==> config.mk <==
export PLATFORM = sky130hd
export DESIGN_NAME = oled_line_refresh_scheduler_core_flat
export DESIGN_NICKNAME = d
export VERILOG_FILES = /design/src/olrs_pkg.sv /design/src/olrs_req_if.sv /design/src/olrs_rsp_if.sv /design/src/oled_line_refresh_scheduler_core.sv /design/src/olrs_sched.sv /design/src/flat_wrapper.sv
export SDC_FILE = /design/constraint.sdc
export NUM_CORES = 1
export LEC_CHECK = 0
export BUFFER_PORTS_ARGS = -buffer_cell sky130_fd_sc_hd__buf_2
export CORE_ASPECT_RATIO = 0.75
export CORE_UTILIZATION = 48
export CTS_CLUSTER_SIZE = 28
export DETAILED_ROUTE_END_ITERATION = 7
export HOLD_SLACK_MARGIN = 0.12
export PLACE_DENSITY = 0.7
export SYNTH_ARGS = -nofsm -noshare
export SYNTH_HDL_FRONTEND = slang
export SYNTH_HIERARCHICAL = 1
export SYNTH_SLANG_ARGS = --single-unit
==> constraint.sdc <==
create_clock -name clock -period 8.05 [get_ports clock]
set_clock_uncertainty 0.15 [all_clocks]
set_input_delay 1.61 -clock clock [delete_from_list [all_inputs] [get_ports clock]]
set_output_delay 1.61 -clock clock [all_outputs]
set_load 0.005 [all_outputs]
==> src/olrs_pkg.sv <==
// Package for the display row refresh scheduler.
// Holds the row count, command, status and transfer codes, and the request and result types.
// No dependencies.
package olrs_pkg;

   localparam int ROWS = 8;
   localparam int ROW_BITS = (ROWS > 1) ? $clog2(ROWS) : 1;

   localparam int CMD_BITS = 2;
   localparam int ROW_IN_BITS = 8;
   localparam int KIND_BITS = 2;
   localparam int START_ROW_BITS = 3;
   localparam int STATUS_BITS = 3;

   localparam logic [CMD_BITS-1:0] CMD_UPDATE = 2'd0;
   localparam logic [CMD_BITS-1:0] CMD_POLL = 2'd1;
   localparam logic [CMD_BITS-1:0] CMD_DONE = 2'd2;

   localparam logic [STATUS_BITS-1:0] ST_FREE = 3'd0;
   localparam logic [STATUS_BITS-1:0] ST_PEND_CMD = 3'd1;
   localparam logic [STATUS_BITS-1:0] ST_SEND_CMD = 3'd2;
   localparam logic [STATUS_BITS-1:0] ST_PEND_DATA = 3'd3;
   localparam logic [STATUS_BITS-1:0] ST_SEND_DATA = 3'd4;

   localparam logic [KIND_BITS-1:0] KIND_INIT = 2'd0;
   localparam logic [KIND_BITS-1:0] KIND_ROW_CMD = 2'd1;
   localparam logic [KIND_BITS-1:0] KIND_ROW_DATA = 2'd2;

   typedef logic [ROW_BITS-1:0] row_idx_type;
   typedef logic [STATUS_BITS-1:0] status_type;

   typedef struct packed {
      logic [CMD_BITS-1:0]    cmd;
      logic [ROW_IN_BITS-1:0] row;
   } req_type;

   typedef struct packed {
      logic                      accepted;
      logic                      to_backlog;
      logic                      start_valid;
      logic [KIND_BITS-1:0]      start_kind;
      logic [START_ROW_BITS-1:0] start_row;
      logic                      backlog_promoted;
   } rsp_type;

endpackage

==> src/olrs_req_if.sv <==
// Request channel of the display row refresh scheduler: valid, ready and request payload.
// Depends on olrs_pkg.
interface olrs_req_if;
   logic                             valid;
   logic                             ready;
   logic [olrs_pkg::CMD_BITS-1:0]    cmd;
   logic [olrs_pkg::ROW_IN_BITS-1:0] row;

   modport source (output valid, output cmd, output row, input ready);
   modport sink (input valid, input cmd, input row, output ready);
endinterface

==> src/olrs_rsp_if.sv <==
// Result channel of the display row refresh scheduler: valid, ready and result payload.
// Depends on olrs_pkg.
interface olrs_rsp_if;
   logic                                valid;
   logic                                ready;
   logic                                accepted;
   logic                                to_backlog;
   logic                                start_valid;
   logic [olrs_pkg::KIND_BITS-1:0]      start_kind;
   logic [olrs_pkg::START_ROW_BITS-1:0] start_row;
   logic                                backlog_promoted;

   modport source (output valid, output accepted, output to_backlog, output start_valid,
                   output start_kind, output start_row, output backlog_promoted,
                   input ready);
   modport sink (input valid, input accepted, input to_backlog, input start_valid,
                 input start_kind, input start_row, input backlog_promoted,
                 output ready);
endinterface

==> src/oled_line_refresh_scheduler_core.sv <==
// Top level of the display row refresh scheduler: request register, scheduler state and
// result register. Depends on olrs_pkg, olrs_req_if, olrs_rsp_if and olrs_sched.
//
// Each request (update row, poll, or transfer complete) yields exactly one result. A
// request is captured in an input register, decided against the per-row status when it
// moves on to the output register, and its result is held there until taken; one request
// is accepted every cycle while results drain.
// Throughput is set by the single read-modify-write of the row status table per cycle.
// After reset every row is marked as needing commands and the first poll starts the init
// sequence.
module oled_line_refresh_scheduler_core (
   input logic       clock,
   input logic       reset,
   olrs_req_if.sink  req_bus,
   olrs_rsp_if.source rsp_bus
);
   import olrs_pkg::*;

   logic    s1_valid_ff, s1_valid_in;
   req_type s1_req_ff, s1_req_in;
   logic    rsp_valid_ff, rsp_valid_in;
   rsp_type rsp_ff, rsp_in;
   logic    advance;
   logic    take;
   rsp_type result;

   assign advance = s1_valid_ff && (!rsp_valid_ff || rsp_bus.ready);
   assign req_bus.ready = !s1_valid_ff || advance;
   assign take = req_bus.valid && req_bus.ready;

   olrs_sched u_sched (
      .clock  (clock),
      .reset  (reset),
      .step   (advance),
      .req    (s1_req_ff),
      .result (result)
   );

   always_comb begin
      s1_req_in = s1_req_ff;
      if (take) begin
         s1_req_in.cmd = req_bus.cmd;
         s1_req_in.row = req_bus.row;
      end
      if (take) begin
         s1_valid_in = 1'b1;
      end else if (advance) begin
         s1_valid_in = 1'b0;
      end else begin
         s1_valid_in = s1_valid_ff;
      end
      rsp_in = advance ? result : rsp_ff;
      if (advance) begin
         rsp_valid_in = 1'b1;
      end else if (rsp_bus.ready) begin
         rsp_valid_in = 1'b0;
      end else begin
         rsp_valid_in = rsp_valid_ff;
      end
   end

   always_ff @(posedge clock) begin
      if (reset) begin
         s1_valid_ff <= 1'b0;
         rsp_valid_ff <= 1'b0;
      end else begin
         s1_valid_ff <= s1_valid_in;
         rsp_valid_ff <= rsp_valid_in;
      end
      s1_req_ff <= s1_req_in;
      rsp_ff <= rsp_in;
   end

   assign rsp_bus.valid = rsp_valid_ff;
   assign rsp_bus.accepted = rsp_ff.accepted;
   assign rsp_bus.to_backlog = rsp_ff.to_backlog;
   assign rsp_bus.start_valid = rsp_ff.start_valid;
   assign rsp_bus.start_kind = rsp_ff.start_kind;
   assign rsp_bus.start_row = rsp_ff.start_row;
   assign rsp_bus.backlog_promoted = rsp_ff.backlog_promoted;

endmodule

==> src/olrs_sched.sv <==
// Scheduler state of the display row refresh scheduler: per-row status and backlog flags,
// init and busy flags, round-robin row pointer, and the decision logic for one request.
// Depends on olrs_pkg.
module olrs_sched (
   input  logic              clock,
   input  logic              reset,
   input  logic              step,
   input  olrs_pkg::req_type req,
   output olrs_pkg::rsp_type result
);
   import olrs_pkg::*;

   logic        init_ff, init_in;
   logic        busy_ff, busy_in;
   row_idx_type cur_ff, cur_in;
   status_type  status_ff [ROWS];
   logic        backlog_ff [ROWS];

   row_idx_type addr;
   row_idx_type next_row;
   logic        row_ok;
   status_type  st_rd;
   logic        bl_rd;
   logic        st_we;
   status_type  st_wd;
   logic        bl_set;
   logic        bl_clr;

   assign row_ok = (req.row < ROW_IN_BITS'(ROWS));
   assign addr = (req.cmd == CMD_UPDATE) ? req.row[ROW_BITS-1:0] : cur_ff;
   assign st_rd = status_ff[addr];
   assign bl_rd = backlog_ff[addr];
   assign next_row = (cur_ff == ROW_BITS'(ROWS - 1)) ? '0 : cur_ff + 1'b1;

   always_comb begin
      result = '0;
      init_in = init_ff;
      busy_in = busy_ff;
      cur_in = cur_ff;
      st_we = 1'b0;
      st_wd = st_rd;
      bl_set = 1'b0;
      bl_clr = 1'b0;
      if (step) begin
         case (req.cmd)
            CMD_UPDATE: begin
               if (row_ok) begin
                  result.accepted = 1'b1;
                  if (st_rd == ST_FREE || st_rd == ST_PEND_CMD) begin
                     st_we = 1'b1;
                     st_wd = ST_PEND_CMD;
                  end else begin
                     bl_set = 1'b1;
                     result.to_backlog = 1'b1;
                  end
               end
            end
            CMD_POLL: begin
               if (!busy_ff) begin
                  if (!init_ff) begin
                     init_in = 1'b1;
                     busy_in = 1'b1;
                     result.start_valid = 1'b1;
                     result.start_kind = KIND_INIT;
                  end else begin
                     case (st_rd)
                        ST_FREE: begin
                           cur_in = next_row;
                        end
                        ST_PEND_CMD: begin
                           st_we = 1'b1;
                           st_wd = ST_SEND_CMD;
                           busy_in = 1'b1;
                           result.start_valid = 1'b1;
                           result.start_kind = KIND_ROW_CMD;
                           result.start_row = START_ROW_BITS'(cur_ff);
                        end
                        ST_PEND_DATA: begin
                           st_we = 1'b1;
                           st_wd = ST_SEND_DATA;
                           busy_in = 1'b1;
                           result.start_valid = 1'b1;
                           result.start_kind = KIND_ROW_DATA;
                           result.start_row = START_ROW_BITS'(cur_ff);
                        end
                        default: begin
                        end
                     endcase
                  end
               end
            end
            CMD_DONE: begin
               if (busy_ff) begin
                  if (st_rd == ST_SEND_CMD) begin
                     st_we = 1'b1;
                     st_wd = ST_PEND_DATA;
                  end else if (st_rd == ST_SEND_DATA) begin
                     st_we = 1'b1;
                     st_wd = ST_FREE;
                     if (bl_rd) begin
                        bl_clr = 1'b1;
                        result.backlog_promoted = 1'b1;
                     end
                     cur_in = next_row;
                  end
                  busy_in = 1'b0;
               end
            end
            default: begin
            end
         endcase
      end
   end

   always_ff @(posedge clock) begin
      if (reset) begin
         init_ff <= 1'b0;
         busy_ff <= 1'b0;
         cur_ff <= '0;
         for (int i = 0; i < ROWS; i++) begin
            status_ff[i] <= ST_PEND_CMD;
            backlog_ff[i] <= 1'b0;
         end
      end else begin
         init_ff <= init_in;
         busy_ff <= busy_in;
         cur_ff <= cur_in;
         if (st_we) begin
            status_ff[addr] <= st_wd;
         end
         if (bl_set) begin
            backlog_ff[addr] <= 1'b1;
         end else if (bl_clr) begin
            backlog_ff[addr] <= 1'b0;
         end
      end
   end

endmodule
==> src/flat_wrapper.sv <==
// flat-port wrapper written by rule: the top's interface ports become plain ports
module oled_line_refresh_scheduler_core_flat import olrs_pkg::*;
  (clock, reset, req_bus_valid, req_bus_cmd, req_bus_row, req_bus_ready, rsp_bus_valid, rsp_bus_accepted, rsp_bus_to_backlog, rsp_bus_start_valid, rsp_bus_start_kind, rsp_bus_start_row, rsp_bus_backlog_promoted, rsp_bus_ready);
  olrs_req_if req_bus_i ();
  olrs_rsp_if rsp_bus_i ();
  input logic clock;
  input logic reset;
  input wire logic [$bits(req_bus_i.valid)-1:0] req_bus_valid;
  input wire logic [$bits(req_bus_i.cmd)-1:0] req_bus_cmd;
  input wire logic [$bits(req_bus_i.row)-1:0] req_bus_row;
  output wire logic [$bits(req_bus_i.ready)-1:0] req_bus_ready;
  output wire logic [$bits(rsp_bus_i.valid)-1:0] rsp_bus_valid;
  output wire logic [$bits(rsp_bus_i.accepted)-1:0] rsp_bus_accepted;
  output wire logic [$bits(rsp_bus_i.to_backlog)-1:0] rsp_bus_to_backlog;
  output wire logic [$bits(rsp_bus_i.start_valid)-1:0] rsp_bus_start_valid;
  output wire logic [$bits(rsp_bus_i.start_kind)-1:0] rsp_bus_start_kind;
  output wire logic [$bits(rsp_bus_i.start_row)-1:0] rsp_bus_start_row;
  output wire logic [$bits(rsp_bus_i.backlog_promoted)-1:0] rsp_bus_backlog_promoted;
  input wire logic [$bits(rsp_bus_i.ready)-1:0] rsp_bus_ready;
  assign req_bus_i.valid = req_bus_valid;
  assign req_bus_i.cmd = req_bus_cmd;
  assign req_bus_i.row = req_bus_row;
  assign req_bus_ready = req_bus_i.ready;
  assign rsp_bus_valid = rsp_bus_i.valid;
  assign rsp_bus_accepted = rsp_bus_i.accepted;
  assign rsp_bus_to_backlog = rsp_bus_i.to_backlog;
  assign rsp_bus_start_valid = rsp_bus_i.start_valid;
  assign rsp_bus_start_kind = rsp_bus_i.start_kind;
  assign rsp_bus_start_row = rsp_bus_i.start_row;
  assign rsp_bus_backlog_promoted = rsp_bus_i.backlog_promoted;
  assign rsp_bus_i.ready = rsp_bus_ready;
  oled_line_refresh_scheduler_core u_core (.clock(clock), .reset(reset), .req_bus(req_bus_i), .rsp_bus(rsp_bus_i));
endmodule
==> flow_summary.yaml <==
outcome:
  status: "completed"
global_routing:
  via_count_of_the_first_global_routing_pass: 2277
  global_route_wire_length_before_repair_mm: 11.59
  maximum_number_of_pins_on_one_net_before_global_route_repair: 22
  globalRouteTotalUtil: 0.2351
  grt.overflow.total: 0
  antenna_found_initial: 0
detailed_routing:
  num_vias: 2293
  wire_per_inst_um: 18.92
  drt-total-wl_mm: 7.153
  avgViaCountPerCell: 6.066
  initialDrtViolationCount: 198
  drtAntennaViolNets: 0
  drc: 0
  drt_pass1_iterations: 4
place:
  gp_routability_congestion: 0.8490
  number_of_placed_instances_with_taps_included: 362
  place_hpwl_mm: 5.066
  io_buffer_count: 24
sta:
  timing.final.crit_period_ns: 4.064
  timing.final.crit_share: 0.5048
  final-max-slew-violation-count: 0
  timing.final.hold_violations: 0
  setup_viol: 0
  fin_setup_tns_ns: 0
  rsz0062_at_grt: "no"
  worst-slew-pin-transition_ns: 1.043
  timing.slew.headroom: 0.3021
  clock.fmax_ghz: 0.2461
clock_network:
  cts_tree: "done"
  htree_num_levels: 3
  clock_sinks: 58
  cts_inserted_buffers: 9
  clock_latency_ns: 0.34
  post_cts.resized_instances: 0
  clockBufferDepth: 2
  worst_path_clk_slew_ns: 0.07
  clockRootBuffer: "sky130_fd_sc_hd__clkbuf_8"
  post_cts.repair.setup_buffers: 0
  post_cts_hold_buffer_count: 0
pwr:
  netSwitchingPower_w: 0.0001686
  comb_power_share: 0.106
  power.ir.vdd_worst_v: 0.00009369
  power-per-cell-area_nw_per_um2: 203.1
  clock_power_share: 0.413
  total_leakage_power_nw: 1.285
  switching_share: 0.2367
  power.internal_w: 0.0005437
  power.sequential.fraction: 0.481
setup_path:
  critPathMostFrequentCell: "sky130_fd_sc_hd__nand2_1"
  worstPathArrival_ns: 3.89
  slowest_delay_ns: 0.58
  timing.setup.critical_path_class: "flop to flop"
  timing.critical_path.to_type: "flop"
  critPathSlowestCell: "sky130_fd_sc_hd__ha_1"
  cp_top_family: "compound AO/OA/AOI/OAI gates"
  cp.buffers_inverters: 1
  setup.worst_path.start_class: "flop"
  timing.critical_path.cells: "inv_1, ha_1, mux2i_4, nand2_1, a32oi_1, nand2_1, xnor2_1, a221oi_4, o31ai_1"
  timing.critical_path.required_ns: 7.88
  top_fanout_value_on_the_critical_path: 17
floorplan:
  die-area_um2: 6930
  number_of_primary_i_o_pins: 25
  core.rowCount: 25
  coreArea_um2: 6350
  chipHeight_um: 72.35
  die_w_um: 95.79
  floorplan.initialDensity: 0.4987
synthesis:
  synth_top_cells_by_area: "sky130_fd_sc_hd__edfxtp_1 48%, sky130_fd_sc_hd__dfxtp_1 4.4%, sky130_fd_sc_hd__nand2_1 3.7%"
  net_count_after_synthesis: 291
  synth.top_cell.area_share: 0.4836
  yosys_register_bits: 58
  synth.cell_area_um2: 3167
  ys_dominant_reg_cell: "sky130_fd_sc_hd__edfxtp_1"
  yosysTopAreaCell: "sky130_fd_sc_hd__edfxtp_1"
  count_of_flip_flops_with_a_built_in_enable_after_synthesis: 51
  netlist_instances: 271
  synthesis.area_per_instance_um2: 11.69
  synth_warnings: 6
  ys_seq_area_frac: 0.5279
  synthArstFlopShare: 0
  post_synth_num_cell_types: 66
finish:
  antenna-diode-count: 0
  area_growth_syn_to_layout_pct: 10.75
  design.final.nets: 312
  fraction_of_layout_cells_with_a_size_suffix_above_1: 0.2088
  final_cell_count_no_fill: 378
flow_run:
  max-cap-violations: 0
min_path:
  worst_hold_path_type: "flop to flop"
state kept, by name, summed over array words and instances, names as in the netlist:
register,count
u_core/rsp_bus.start_kind,2
u_core/rsp_bus.to_backlog,1
u_core/rsp_bus.valid,1
u_core/u_sched/cur_ff,3
u_core/rsp_bus.accepted,1
u_core/rsp_bus.backlog_promoted,1
u_core/u_sched/status_ff,24
u_core/s1_valid_ff,1
u_core/rsp_bus.start_valid,1
u_core/u_sched/busy_ff,1
u_core/s1_req_ff,10
u_core/u_sched/backlog_ff,8
u_core/u_sched/init_ff,1
u_core/rsp_bus.start_row,3
stage by stage:
| step | utilization | instance area (um^2) | worst slack [ns] | power, W | hold WS, ns |
|---|---|---|---|---|---|
| 2_1_floorplan | - | 3167 | 4.533 | 0.0004044 | 0.3113 |
| 3_3_place_gp | 0.5178 | 3288 | 3.949 | 0.0004218 | 0.3272 |
| 3_5_place_dp | 0.5178 | 3288 | 3.863 | 0.0004224 | 0.3529 |
| 4_1_cts | 0.5523 | 3507 | 4.035 | 0.0007185 | 0.3631 |
| 5_1_grt | 0.5523 | 3507 | 3.661 | 0.0007387 | 0.3929 |
| 6_report | 0.5523 | 3507 | 3.986 | 0.0007123 | 0.3678 |
cell families after synthesis:
kind of cell    Yosys count  share of synthesized area
simple gates            113                     0.2003
fa+ha+maj                 6                    0.02371
flops                    58                     0.5279
xor+xnor                  1                   0.002766
buf+inv                  30                    0.05057
mux                      14                    0.05018
compound gates           49                     0.1446
tightest hold or removal path: stages (launching register included):
cell,delay (ns)
sky130_fd_sc_hd__dfxtp_1,0.34
sky130_fd_sc_hd__inv_1,0.07
sky130_fd_sc_hd__a21oi_1,0.06
cells in the mapped netlist, types with 2 or more instances:
cell type	instances
sky130_fd_sc_hd__nor2b_1	2
sky130_fd_sc_hd__o2111ai_1	2
sky130_fd_sc_hd__o21a_1	2
sky130_fd_sc_hd__nor2_1	15
sky130_fd_sc_hd__nand2_1	31
sky130_fd_sc_hd__a21oi_1	3
sky130_fd_sc_hd__nor4_1	8
sky130_fd_sc_hd__dfxtp_1	7
sky130_fd_sc_hd__nor3_1	9
sky130_fd_sc_hd__o32ai_2	4
sky130_fd_sc_hd__ha_1	6
sky130_fd_sc_hd__nand2b_1	3
sky130_fd_sc_hd__buf_2	2
sky130_fd_sc_hd__edfxtp_1	51
sky130_fd_sc_hd__and4_1	7
sky130_fd_sc_hd__nand3_1	2
sky130_fd_sc_hd__a32oi_1	4
sky130_fd_sc_hd__mux2i_1	11
sky130_fd_sc_hd__buf_6	4
sky130_fd_sc_hd__and2_1	11
sky130_fd_sc_hd__o31ai_1	7
sky130_fd_sc_hd__clkbuf_1	6
sky130_fd_sc_hd__inv_1	15
sky130_fd_sc_hd__a21o_1	8
sky130_fd_sc_hd__nand4_1	10
worst paths after layout:
path	cells past startpoint	startpoint	to	slack (ns)
hold reg to reg	2	u_core/s1_valid_ff	u_core/rsp_bus.valid	0.37
hold / removal	2	u_core/s1_valid_ff	u_core/rsp_bus.valid	0.37
setup / recovery	9	u_core/s1_req_ff[8]	u_core/u_sched/status_ff[4][2]	3.99
setup reg to reg	9	u_core/s1_req_ff[8]	u_core/u_sched/status_ff[4][2]	3.99
power groups by stage:
stage	Clock, W	Sequential [W]	Combinational [W]
global route	0.000314	0.000344	0.0000813
detailed placement	0	0.000349	0.0000730
CTS	0.000302	0.000343	0.0000734
floorplan	0	0.000347	0.0000570
finish	0.000294	0.000343	0.0000753
global placement	0	0.000349	0.0000727
final cells by class:
| cell class | instances | area (um^2) |
|---|---|---|
| clock inverters | 5 | 77.57 |
| fillers | 529 | 2843 |
| inverters | 16 | 60.06 |
| repair buffers | 24 | 120.1 |
| multi-input cells | 183 | 1335 |
| well taps | 81 | 101.3 |
| clock buffers | 11 | 141.4 |
| flip-flops and latches | 58 | 1672 |
per-layer routing:
metal	global-route usage	up-vias	share of wire
li1	-	1081	-
met1	0.3122	1064	0.45
met2	0.3349	131	0.43
met3	0.08071	17	0.095
met4	0.1343	0	0.027
met5	0	-	0
placed cells by master (no fill, tap or decap), drive strengths merged, types with 2 or more instances in the layout:
cell type,count
edfxtp,51
nand2,32
buf,24
inv,16
nor2,16
and2,13
mux2i,12
clkbuf,11
nand4,10
nor3,10
nor4,8
a21o,8
dfxtp,7
o31ai,7
and4,7
ha,6
o32ai,5
a32oi,4
a21oi,4
nand2b,3
bufinv,2
clkinv,2
o21a,2
nor2b,2
o2111ai,2
nand3,2
mux2,2
a32o,2
a221oi,2
a21boi,2
and3,2
o21ai,2
o221ai,2
Power figures use the tool's default switching activity.
